[src/sps_pkg.sv]
// shared widths, codes and types for the partial shuffle sampler
package sps_pkg;

  localparam int COUNT_W   = 9;
  localparam int IDX_W     = 8;
  localparam int STAT_W    = 2;
  localparam int WORD_W    = 32;
  localparam int CFG_IDX_W = 1;

  localparam logic FUNC_RESTART = 1'b0;
  localparam logic FUNC_WORD    = 1'b1;

  localparam logic [STAT_W-1:0] ST_PICKED   = 2'd0;
  localparam logic [STAT_W-1:0] ST_REJECTED = 2'd1;
  localparam logic [STAT_W-1:0] ST_COMPLETE = 2'd2;
  localparam logic [STAT_W-1:0] ST_RESTART  = 2'd3;

  localparam logic [CFG_IDX_W-1:0] REG_ITEM_COUNT = 1'b0;
  localparam logic [CFG_IDX_W-1:0] REG_PICK_COUNT = 1'b1;

  typedef struct packed {
    logic               done;
    logic               reject;
    logic [COUNT_W-1:0] rem;
  } sps_div_res_t;

endpackage

[src/partial_shuffle_sampler.sv]
// partial fisher-yates sampler: sequencer, slot store and result register
//
//  channel   direction  handshake           payload
//  in_       input      in_valid/in_stall   in_func, in_random_word
//  out_      output     out_valid/out_stall out_picked_index, out_status, out_last_pick
//  cfg_      input      cfg_we              cfg_index, cfg_data
//
// an accepted item reaches the output register by these steps: a pick runs the remainder unit
// (one quotient bit per cycle), then the slot swap through the ram port in S_RD_A, S_RD_B,
// S_WR_A and S_WR_B; a rejected word runs the remainder unit only; a finished draw is settled in
// S_CHECK; a restart sweeps the written flags one slot a cycle. after reset the same sweep
// runs over every slot before the first item is taken.
// a finished result waits in the output register; the next item is taken meanwhile.
module partial_shuffle_sampler import sps_pkg::*; #(
  parameter int TABLE_DEPTH = 256,
  parameter int RAND_BITS   = 32
) (
  input  logic                 clk,
  input  logic                 rst_n,
  input  logic                 in_valid,
  output logic                 in_stall,
  input  logic                 in_func,
  input  logic [WORD_W-1:0]    in_random_word,
  output logic                 out_valid,
  input  logic                 out_stall,
  output logic [IDX_W-1:0]     out_picked_index,
  output logic [STAT_W-1:0]    out_status,
  output logic                 out_last_pick,
  input  logic                 cfg_we,
  input  logic [CFG_IDX_W-1:0] cfg_index,
  input  logic [COUNT_W-1:0]   cfg_data
);

  localparam int IW  = $clog2(TABLE_DEPTH);
  localparam int CAP = (TABLE_DEPTH < 511) ? TABLE_DEPTH : 511;
  localparam logic [COUNT_W-1:0] CAP_C   = COUNT_W'(CAP);
  localparam logic [IW-1:0]      LAST_SL = IW'(TABLE_DEPTH - 1);

  typedef enum logic [2:0] {
    S_IDLE, S_CHECK, S_CLEAR, S_DIV, S_RD_A, S_RD_B, S_WR_A, S_WR_B
  } state_t;

  state_t state_r;
  logic                 fin_r;
  logic                 func_r;
  logic [RAND_BITS-1:0] word_r;
  logic [COUNT_W-1:0]   item_count_r;
  logic [COUNT_W-1:0]   pick_count_r;
  logic [COUNT_W-1:0]   pos_r;
  logic [COUNT_W-1:0]   j_r;
  logic [IW-1:0]        clr_cnt_r;
  logic [IW-1:0]        a_r;
  logic [IDX_W-1:0]     pend_idx_r;
  logic [STAT_W-1:0]    pend_stat_r;
  logic                 pend_last_r;
  logic                 out_valid_r;
  logic [IDX_W-1:0]     out_idx_r;
  logic [STAT_W-1:0]    out_stat_r;
  logic                 out_last_r;

  logic [COUNT_W-1:0] n_w;
  logic [COUNT_W-1:0] picks_w;
  logic [COUNT_W-1:0] m_w;
  logic               div_start;
  sps_div_res_t       div_res;
  logic [IW-1:0]      pos_addr;
  logic [IW-1:0]      j_addr;
  logic               ram_we;
  logic [IW-1:0]      ram_waddr;
  logic [IW:0]        ram_wdata;
  logic [IW-1:0]      ram_raddr;
  logic [IW:0]        ram_rdata;
  logic [IW-1:0]      slot_val;
  logic               out_free;

  always_comb begin
    n_w       = (item_count_r < CAP_C) ? item_count_r : CAP_C;
    picks_w   = (pick_count_r < n_w) ? pick_count_r : n_w;
    m_w       = n_w - pos_r;
    pos_addr  = IW'(pos_r);
    j_addr    = IW'(j_r);
    div_start = (state_r == S_CHECK) && (func_r == FUNC_WORD) && (pos_r < picks_w);
    out_free  = !out_valid_r || !out_stall;
    // an unwritten slot reads as its own index
    slot_val  = ram_rdata[IW] ? ram_rdata[IW-1:0] :
                ((state_r == S_RD_B) ? pos_addr : j_addr);
    ram_raddr = (state_r == S_RD_B) ? j_addr : pos_addr;
    ram_we    = 1'b0;
    ram_waddr = clr_cnt_r;
    ram_wdata = '0;
    case (state_r)
      S_CLEAR: begin
        ram_we = 1'b1;
      end
      S_WR_A: begin
        ram_we    = 1'b1;
        ram_waddr = pos_addr;
        ram_wdata = {1'b1, slot_val};
      end
      S_WR_B: begin
        ram_we    = 1'b1;
        ram_waddr = j_addr;
        ram_wdata = {1'b1, a_r};
      end
      default: begin
        ram_we = 1'b0;
      end
    endcase
  end

  sps_ram #(
    .WIDTH (IW + 1),
    .DEPTH (TABLE_DEPTH)
  ) u_slots (
    .clk   (clk),
    .we    (ram_we),
    .waddr (ram_waddr),
    .wdata (ram_wdata),
    .raddr (ram_raddr),
    .rdata (ram_rdata)
  );

  sps_divider #(
    .RAND_BITS (RAND_BITS)
  ) u_div (
    .clk   (clk),
    .rst_n (rst_n),
    .start (div_start),
    .m     (m_w),
    .word  (word_r),
    .res   (div_res)
  );

  always_ff @(posedge clk) begin
    if (!rst_n) begin
      item_count_r <= COUNT_W'(1);
      pick_count_r <= COUNT_W'(1);
    end else if (cfg_we) begin
      case (cfg_index)
        REG_ITEM_COUNT: item_count_r <= cfg_data;
        REG_PICK_COUNT: pick_count_r <= cfg_data;
        default: ;
      endcase
    end
  end

  always_ff @(posedge clk) begin
    if (!rst_n) begin
      state_r     <= S_CLEAR;
      clr_cnt_r   <= '0;
      fin_r       <= 1'b0;
      func_r      <= FUNC_WORD;
      pos_r       <= '0;
      out_valid_r <= 1'b0;
    end else begin
      // pending result moves to the output register once it is free
      if (fin_r && out_free) begin
        fin_r       <= 1'b0;
        out_valid_r <= 1'b1;
        out_idx_r   <= pend_idx_r;
        out_stat_r  <= pend_stat_r;
        out_last_r  <= pend_last_r;
      end else if (out_valid_r && !out_stall) begin
        out_valid_r <= 1'b0;
      end
      case (state_r)
        S_IDLE: begin
          if (in_valid && !fin_r) begin
            func_r  <= in_func;
            word_r  <= RAND_BITS'(in_random_word);
            state_r <= S_CHECK;
          end
        end
        S_CHECK: begin
          pend_idx_r  <= '0;
          pend_last_r <= 1'b0;
          if (func_r == FUNC_RESTART) begin
            clr_cnt_r <= '0;
            state_r   <= S_CLEAR;
          end else if (pos_r >= picks_w) begin
            pend_stat_r <= ST_COMPLETE;
            fin_r       <= 1'b1;
            state_r     <= S_IDLE;
          end else begin
            state_r <= S_DIV;
          end
        end
        S_CLEAR: begin
          clr_cnt_r <= clr_cnt_r + 1'b1;
          if (clr_cnt_r == LAST_SL) begin
            pos_r   <= '0;
            state_r <= S_IDLE;
            if (func_r == FUNC_RESTART) begin
              pend_idx_r  <= '0;
              pend_last_r <= 1'b0;
              pend_stat_r <= ST_RESTART;
              fin_r       <= 1'b1;
            end
          end
        end
        S_DIV: begin
          if (div_res.done) begin
            if (div_res.reject) begin
              pend_stat_r <= ST_REJECTED;
              fin_r       <= 1'b1;
              state_r     <= S_IDLE;
            end else begin
              j_r     <= COUNT_W'(pos_r + div_res.rem);
              state_r <= S_RD_A;
            end
          end
        end
        S_RD_A: begin
          state_r <= S_RD_B;
        end
        S_RD_B: begin
          a_r     <= slot_val;
          state_r <= S_WR_A;
        end
        S_WR_A: begin
          pend_idx_r <= IDX_W'(slot_val);
          state_r    <= S_WR_B;
        end
        S_WR_B: begin
          pos_r       <= COUNT_W'(pos_r + 1'b1);
          pend_stat_r <= ST_PICKED;
          pend_last_r <= (COUNT_W'(pos_r + 1'b1) == picks_w);
          fin_r       <= 1'b1;
          state_r     <= S_IDLE;
        end
        default: begin
          state_r <= S_IDLE;
        end
      endcase
    end
  end

  assign in_stall         = (state_r != S_IDLE) || fin_r;
  assign out_valid        = out_valid_r;
  assign out_picked_index = out_idx_r;
  assign out_status       = out_stat_r;
  assign out_last_pick    = out_last_r;

endmodule

[src/sps_ram.sv]
// generic single write port ram with registered read
module sps_ram #(
  parameter int WIDTH = 8,
  parameter int DEPTH = 256
) (
  input  logic                     clk,
  input  logic                     we,
  input  logic [$clog2(DEPTH)-1:0] waddr,
  input  logic [WIDTH-1:0]         wdata,
  input  logic [$clog2(DEPTH)-1:0] raddr,
  output logic [WIDTH-1:0]         rdata
);

  logic [WIDTH-1:0] mem [DEPTH];

  always_ff @(posedge clk) begin
    if (we) begin
      mem[waddr] <= wdata;
    end
    rdata <= mem[raddr];
  end

endmodule

[src/sps_divider.sv]
// bit-serial remainder of the word and of the all-ones maximum by m, with rejection test
module sps_divider import sps_pkg::*; #(
  parameter int RAND_BITS = 32
) (
  input  logic                 clk,
  input  logic                 rst_n,
  input  logic                 start,
  input  logic [COUNT_W-1:0]   m,
  input  logic [RAND_BITS-1:0] word,
  output sps_div_res_t         res
);

  localparam int CW = $clog2(RAND_BITS + 1);

  logic                 busy_r;
  logic                 done_r;
  logic [CW-1:0]        cnt_r;
  logic [RAND_BITS-1:0] word_sr_r;
  logic [COUNT_W-1:0]   m_r;
  logic [COUNT_W-1:0]   rw_r;
  logic [COUNT_W-1:0]   rm_r;
  logic                 eq_r;

  logic [COUNT_W:0]   tw;
  logic [COUNT_W:0]   tm;
  logic               ge_w;
  logic               ge_m;
  logic [COUNT_W-1:0] rw_nxt;
  logic [COUNT_W-1:0] rm_nxt;

  always_comb begin
    tw     = {rw_r, word_sr_r[RAND_BITS-1]};
    tm     = {rm_r, 1'b1};
    ge_w   = tw >= {1'b0, m_r};
    ge_m   = tm >= {1'b0, m_r};
    rw_nxt = ge_w ? COUNT_W'(tw - {1'b0, m_r}) : tw[COUNT_W-1:0];
    rm_nxt = ge_m ? COUNT_W'(tm - {1'b0, m_r}) : tm[COUNT_W-1:0];
  end

  // word is rejected when its quotient equals the quotient of the maximum
  always_ff @(posedge clk) begin
    if (!rst_n) begin
      busy_r <= 1'b0;
      done_r <= 1'b0;
    end else begin
      done_r <= 1'b0;
      if (busy_r) begin
        word_sr_r <= {word_sr_r[RAND_BITS-2:0], 1'b0};
        rw_r      <= rw_nxt;
        rm_r      <= rm_nxt;
        eq_r      <= eq_r & (ge_w == ge_m);
        cnt_r     <= cnt_r - 1'b1;
        if (cnt_r == CW'(1)) begin
          busy_r <= 1'b0;
          done_r <= 1'b1;
        end
      end else if (start) begin
        busy_r    <= 1'b1;
        word_sr_r <= word;
        m_r       <= m;
        rw_r      <= '0;
        rm_r      <= '0;
        eq_r      <= 1'b1;
        cnt_r     <= CW'(RAND_BITS);
      end
    end
  end

  assign res.done   = done_r;
  assign res.reject = eq_r;
  assign res.rem    = rw_r;

endmodule
[config.mk]
export PLATFORM = sky130hd
export DESIGN_NAME = partial_shuffle_sampler
export DESIGN_NICKNAME = d
export VERILOG_FILES = /design/src/sps_pkg.sv /design/src/partial_shuffle_sampler.sv /design/src/sps_ram.sv /design/src/sps_divider.sv
export SDC_FILE = /design/constraint.sdc
export NUM_CORES = 2
export LEC_CHECK = 0
export BUFFER_PORTS_ARGS = -buffer_cell sky130_fd_sc_hd__clkbuf_2
export CAP_MARGIN = 5
export CORE_ASPECT_RATIO = 1.75
export CORE_MARGIN = 2
export CORE_UTILIZATION = 45
export DETAILED_ROUTE_END_ITERATION = 10
export HOLD_SLACK_MARGIN = 0.12
export PLACE_DENSITY = 0.71
export SLEW_MARGIN = 20
export SYNTH_ARGS = -nofsm -noshare
export SYNTH_HDL_FRONTEND = slang
export SYNTH_SLANG_ARGS = --single-unit
export TNS_END_PERCENT = 10
[constraint.sdc]
create_clock -name clk -period 6.2 [get_ports clk]
set_input_delay 0.31 -clock clk [delete_from_list [all_inputs] [get_ports clk]]
set_output_delay 0.31 -clock clk [all_outputs]
set_load 0.005 [all_outputs]
* Yosys cells after proc, flatten, opt, wreduce, memory -nomap -nowiden
Memory sizes are Yosys's and may differ from the RTL's. A register that Yosys moved wholly into a read port is not among the register bits. Cells that the tools add are included.
Storage, ports and cells: register bits 179, RAM bits 2304, output and inout bits 13, memories 1
Memory list:
- u_slots.mem | depth 256, bits a word 9, rd ports 1, clocked after memory_dff 1, wr ports 1, RTL line sps_ram.sv:14 | logic [WIDTH-1:0] mem [DEPTH];
Cells by class: $add $sub $neg 7, magnitude comparators 6, eq/ne operators 19, muxes and demuxes 58, bitwise operators 4, reduce and logical (&&, ||, !) cells 36
Operator list (count):
- $mux W9 | 8
- $mux W32 | 2
- $mux W8 | 5
- $pmux W9 S2 | 2
- $pmux W8 S2 | 2
- $sub A9 B9 Y9 | 3
- $pmux W3 S8 | 1
- $pmux W8 S3 | 1
- $ge A10 B9 Y1 | 2
- $mux W1 | 20
- $lt A9 B9 Y1 | 2
- $reduce_and A2 Y1 | 9
- $mux W2 | 8
- $eq A3 B3 Y1 const B | 4
- $mux W3 | 4
- $mux W6 | 2
- $reduce_and A4 Y1 | 3
- $ne A2 B2 Y1 const B | 5
- $add A9 B1 Y9 const B | 1
- $eq A9 B9 Y1 | 1
- $ge A9 B9 Y1 | 1
- $lt A9 B9 Y1 const B | 1
- $reduce_and A3 Y1 | 3
- $reduce_bool A3 Y1 | 3
- 22 further kinds | 37

* Logic depth before layout (Yosys ltp)
depth in word-level cells 8, gate-level depth with buffers 17

* Modules after synthesis
Synthesis repeated with hierarchy kept, for this count alone.
Unflattened totals: cell total of the unflattened synthesis 5114, area total of the unflattened synthesis 98783.5 sq um
Modules (own cells, without submodules):
- sps_ram | instances 1, cells an instance 4237, area each 89278.1 sq um, seq. area each 69366.5 sq um
- partial_shuffle_sampler | instances 1, cells an instance 577, area each 5751.8 sq um, seq. area each 2922.8 sq um
- sps_divider | instances 1, cells an instance 300, area each 3753.6 sq um, seq. area each 2021.9 sq um

* Least setup slack after synthesis
Ideal clock, no wire load.
path type register to register, from register state_r[1], to memory u_slots.mem[0][4] (netlist name) (data pin), library setup time 0.794 ns, data arrival time 4.822 ns, required time 5.406 ns, path slack 0.583 ns, cell stages (with the launch flop) 12, period minus slack after synthesis 5.617 ns, cell sequence dfxtp_1 -> buf_6 -> nand3b_4 -> buf_6 -> buf_6 -> buf_2 -> buf_2 -> clkbuf_1 -> a21oi_1 -> o21ai_0 -> nor2b_1 -> a21o_1
Between the ends: word-level cells in the longest chain between the ends 4, elaborated cells on any way between the ends 6
Ends and longest elaborated chain:
- from (decl) | RTL line partial_shuffle_sampler.sv:43 | state_t state_r;
- from (signal assigned) | RTL line partial_shuffle_sampler.sv:149 | state_r <= S_CLEAR;
- from (signal assigned) | RTL line partial_shuffle_sampler.sv:171 | state_r <= S_CHECK;
- from (signal assigned) | RTL line partial_shuffle_sampler.sv:179 | state_r <= S_CLEAR;
- $eq A3 B3 Y1 | RTL line partial_shuffle_sampler.sv:86 | ((state_r == S_RD_B) ? pos_addr : j_addr);
- $mux W8 | RTL line partial_shuffle_sampler.sv:86
- $mux W8 | RTL line partial_shuffle_sampler.sv:85 | slot_val = ram_rdata[IW] ? ram_rdata[IW-1:0] :
- via slot_val[4] | RTL line partial_shuffle_sampler.sv:73 | logic [IW-1:0] slot_val;
- $pmux W9 S2 | RTL line partial_shuffle_sampler.sv:91 | case (state_r)
- via ram_wdata[4] | RTL line partial_shuffle_sampler.sv:70 | logic [IW:0] ram_wdata;
- to (decl) | RTL line sps_ram.sv:14
The timed path passes the listed nets, and every way through them passes these cells.

* Worst setup path after layout
from register state_r[2], to register u_slots.rdata[7], read port of u_slots.mem
Between the ends: word-level cells in the longest chain between the ends 2
Ends and longest elaborated chain:
- $eq A3 B3 Y1 | RTL line partial_shuffle_sampler.sv:87 | ram_raddr = (state_r == S_RD_B) ? j_addr : pos_addr;
- $mux W8 | RTL line partial_shuffle_sampler.sv:87
- to (decl) | RTL line sps_ram.sv:11 | output logic [WIDTH-1:0] rdata
Every way passes these cells. A chain may end at the register's enable or synchronous reset.

==> results.md <==
Clock tree:
- The H-tree was split into 4 levels.
- The clock transition at the registers of the reported paths is 0.07 ns.
- The clock tree root driver cell is sky130_fd_sc_hd__clkbuf_16.
- TritonCTS built the clock tree.
- The CTS sink count is around 2500.
- The insertion delay to the later sink of the worst-skew pair is slightly above 0.9 ns.
- In this run the deepest clock path goes through 4 buffers.
- In this run, CTS created clock tree buffers numbering 208.

Worst setup path:
- The reg-to-reg setup timing slack is 0.18 ns.
- For this design, the slowest cell found on the critical path is sky130_fd_sc_hd__nor2_1.
- The critical path goes through and3b_2 > mux2i_4 > buf_4 > buf_4 > nand2_1 > nor2_1 > a22oi_1 > a41oi_1 > buf_4 > nor4_1 > nand4_1.
- The worst setup path is launched from a register.
- The required time at the endpoint of the critical path is 7.02 ns.
- The cell with the most instances on the worst path is sky130_fd_sc_hd__buf_4.
- The worst endpoint data arrival time is 6.84 ns.
- The kind of critical path is register to register.
- The biggest cell delay along the critical path is 1.03 ns.
- The category of the worst setup path capture point is a register.
- In this run the worst path has a maximum fanout of 26.

Timing:
- Based on the critical path, the design can be clocked at up to ~170 MHz.
- Setup repair after global routing left no endpoint under its margin.
- The hold violation count in the final report is 0.
- The final number of max-transition violations is 0.
- The number of setup violations in the final report is 0.
- The post-route minimum period is 6.02 ns.
- The headroom to the max-slew limit is between 10% and 20%.
- After routing, the total negative slack on setup checks comes to 0 ns.
- At the pin with the least slew margin, the transition time is 1.28 ns.
- The post-route clock skew is between 0.05 and 0.06 ns.
- Dividing the final minimum period by the clock period gives 97.1%.

Job:
- The count of maximum capacitance violations is 0.

Floorplanning:
- In this run the standard cell core region covers 0.224 mm².
- The overall die area is 0.229 mm².
- Once the floorplan was initialized, standard cells occupied 45.2% of the core.
- The floorplan step set the die height to 632 µm.
- The row count is 230.
- For this design the top-level I/O count stands at 61.
- The floorplan step set the die width to 363 µm.

Placement:
- At the end of routability-driven placement, the weighted congestion stood at around 1.
- Including well taps, the total number of placed cells is between 10000 and 15000.
- After legalization and detailed placement, the total HPWL measured around 230 mm.
- The count of input and output buffers is 60.

Detailed routing:
- The average wire per standard cell is between 30 and 40 µm.
- The mean number of vias per cell is between 6 and 7.
- The via count is between 60000 and 70000.
- In this run the remaining antenna-violating nets after routing total 0.
- After detailed routing, the number of remaining DRC violations is 1.
- For this run, the detailed router's first-pass iteration total came to 11.
- The first routing iteration left 9492 violations.
- After detailed routing, the total wire length is 352 mm.

Yosys:
- The portion of synthesized cell area occupied by the leading cell type is 72.3%.
- The part of the Yosys area used for sequential elements is between 70 and 80%.
- Synthesis produced approximately 7000 cells.
- The post-synthesis cell area is 0.101 mm².
- During synthesis, Yosys emitted a total of 0 warnings.
- The largest total area in the synthesized netlist belongs to sky130_fd_sc_hd__edfxtp_1.
- In this run, distinct cell masters in the synthesized netlist total 89.
- The async set or reset register ratio after synthesis is 0%.
- The synthesized design contains 2492 register bits.
- In the post-synthesis netlist, the biggest area contributors are sky130_fd_sc_hd__edfxtp_1, sky130_fd_sc_hd__nand2_1, sky130_fd_sc_hd__mux2i_1.
- After synthesis, the mean cell area works out to ~14 µm².
- Counting every net in the synthesized netlist gives 7260.
- The prevailing post-synth register cell is sky130_fd_sc_hd__edfxtp_1.
- The number of flops mapped to enable cells by yosys is 2440.

Status:
- The flow ran to the end, but the final reports show violations.
- The final reports fail on design-rule violations.

Power:
- The internal power consumption is 26.2 mW.
- In this run switching power makes up 21.4% of total power.
- Sequential cells account for a little under three fifths of the total power.
- Of the total power, combinational logic draws 3.3%.
- Summed over all nets, the switching power comes to about 7 mW.
- For this design the ratio of total power to cell area is 292 mW/mm².
- Across the VDD grid, the largest voltage drop is 0.269 mV.
- The power consumption is 33.3 mW.
- The cell leakage power is 40.9 nW.
- The relative contribution of the clock network to total power is 41.1%.

Final layout:
- For this run, the number of standard cells in the final layout without fillers is 10500.
- The layout net count is 7498.
- Relative to the synthesized area, the layout overhead comes to 12.6%.
- In the final layout, the share of cells above drive strength 1 is 12.3%.
- In the layout the commonest cells are sky130_fd_sc_hd__edfxtp_1, sky130_fd_sc_hd__nand2_1, sky130_fd_sc_hd__nand3_1.
- The library cell used most frequently in the layout, excluding fill and tap cells, is sky130_fd_sc_hd__edfxtp_1.

Global route:
- The leftover overflow at the end of global routing is 0.
- In the global route stage, overall resource usage came out at 30.3%.
- The via count of the first global-routing pass is 64500.
- The number of antenna violations at the first check in global routing is 14.
- The global-route wire length before repair is 486 mm.
- Entering global routing, the biggest net connects 130 pins.

Worst hold path:
- The tightest min-delay check is of the input pin to register type.
-- cell usage after synthesis, drive strengths merged, types with 17 or more instances --
library cell / number
nor2b: 34
mux2: 37
dfxtp: 52
nand3: 590
a211oi: 47
o2111ai: 38
mux2i: 351
a311oi: 24
o211ai: 19
a2111oi: 23
nand4: 122
a31oi: 147
a21boi: 26
a21o: 22
xnor2: 25
nand2b: 18
inv: 74
nand2: 1556
ha: 53
mux4: 93
a41oi: 35
nor2: 403
a32oi: 35
a21oi: 102
nor4: 27
nor3: 37
edfxtp: 2440
a22oi: 39
o21ai: 71
clkbuf: 144
o21a: 19
and3: 17
buf: 284
-- registers in the layout (all words and copies together) (netlist names), 2 cells and up --
signal            count
u_slots.mem        2304
u_div.word_sr_r      32
word_r               32
item_count_r          9
pick_count_r          9
pos_r                 9
u_div.m_r             9
u_div.rm_r            9
u_div.rw_r            9
u_slots.rdata         9
a_r                   8
clr_cnt_r             8
j_r                   8
out_picked_index      8
pend_idx_r            8
u_div.cnt_r           6
state_r               3
out_status            2
pend_stat_r           2
-- stage by stage --
stage	cell area [µm²]	hold WS, ns	util (%)	worst slack [ns]
6_report	114000	0.133	50.9	0.177
3_3_place_gp	106000	0.458	47.4	0.795
3_5_place_dp	106000	0.438	47.5	0.642
4_1_cts	114000	0.126	50.8	0.638
5_1_grt	114000	0.131	50.9	0.419
2_1_floorplan	101000	0.400	-	0.583
-- critical path, delay by kind of cell, from the launching register on --
| family | cells | cell delay [ns] |
|---|---|---|
| AOI/OAI and AO/OA | 2 | 0.85 |
| buffers and inverters | 3 | 1.19 |
| DFF | 1 | 0.92 |
| muxes | 1 | 0.32 |
| and+or+nand+nor | 5 | 2.53 |
-- repair_timing --
item	4_1_cts	5_1_grt
gates resized for setup	0	0
hold endpoints to repair	85	0
hold buffers	66	0
buffers inserted	0	0
-- cells by family after synthesis --
family,after synthesis,synth area share (%)
compound gates,735,5.20
xor+xnor,34,0.294
fa+ha+maj,57,0.733
buf+inv,503,2.48
flops,2492,73.3
mux,481,5.95
simple gates,2853,12.1
-- metal layers --
| metal | GRT usage [%] | wire, µm | vias up |
|---|---|---|---|
| li1 | - | - | 27300 |
| met4 | 28.6 | 40500 | 6 |
| met5 | 0 | 30 | - |
| met2 | 49.2 | 167000 | 4991 |
| met1 | 32.2 | 106000 | 32900 |
| met3 | 7.33 | 38200 | 1355 |
-- worst paths after layout --
kind,startpoint,to,cells past startpoint
worst max-delay path,state_r[2],u_slots.rdata[7],11
worst max register to register,state_r[2],u_slots.rdata[7],11
worst min register to register,pend_idx_r[5],out_picked_index[5],0
worst min-delay path,in_random_word[7],word_r[7],2
-- area by class of cell --
type | count | area, µm²
flip-flops and latches | 2492 | 74300
fillers | 18300 | 110000
inverters | 75 | 289
multi-input cells | 4160 | 25000
clock buffers | 238 | 5350
repair buffers | 456 | 4000
diodes | 8 | 20.0
well taps | 2900 | 3630
clock inverters | 139 | 1550
-- power by group through the flow --
stage	logic, mW	registers (mW)	clock network (mW)
global placement	0.995	18.9	0
global route	1.12	18.5	14.2
detailed placement	1.01	18.9	0
CTS	1.05	18.5	13.7
finish	1.12	18.5	13.7
floorplan	0.517	18.8	0
Power figures use the tool's default switching activity.
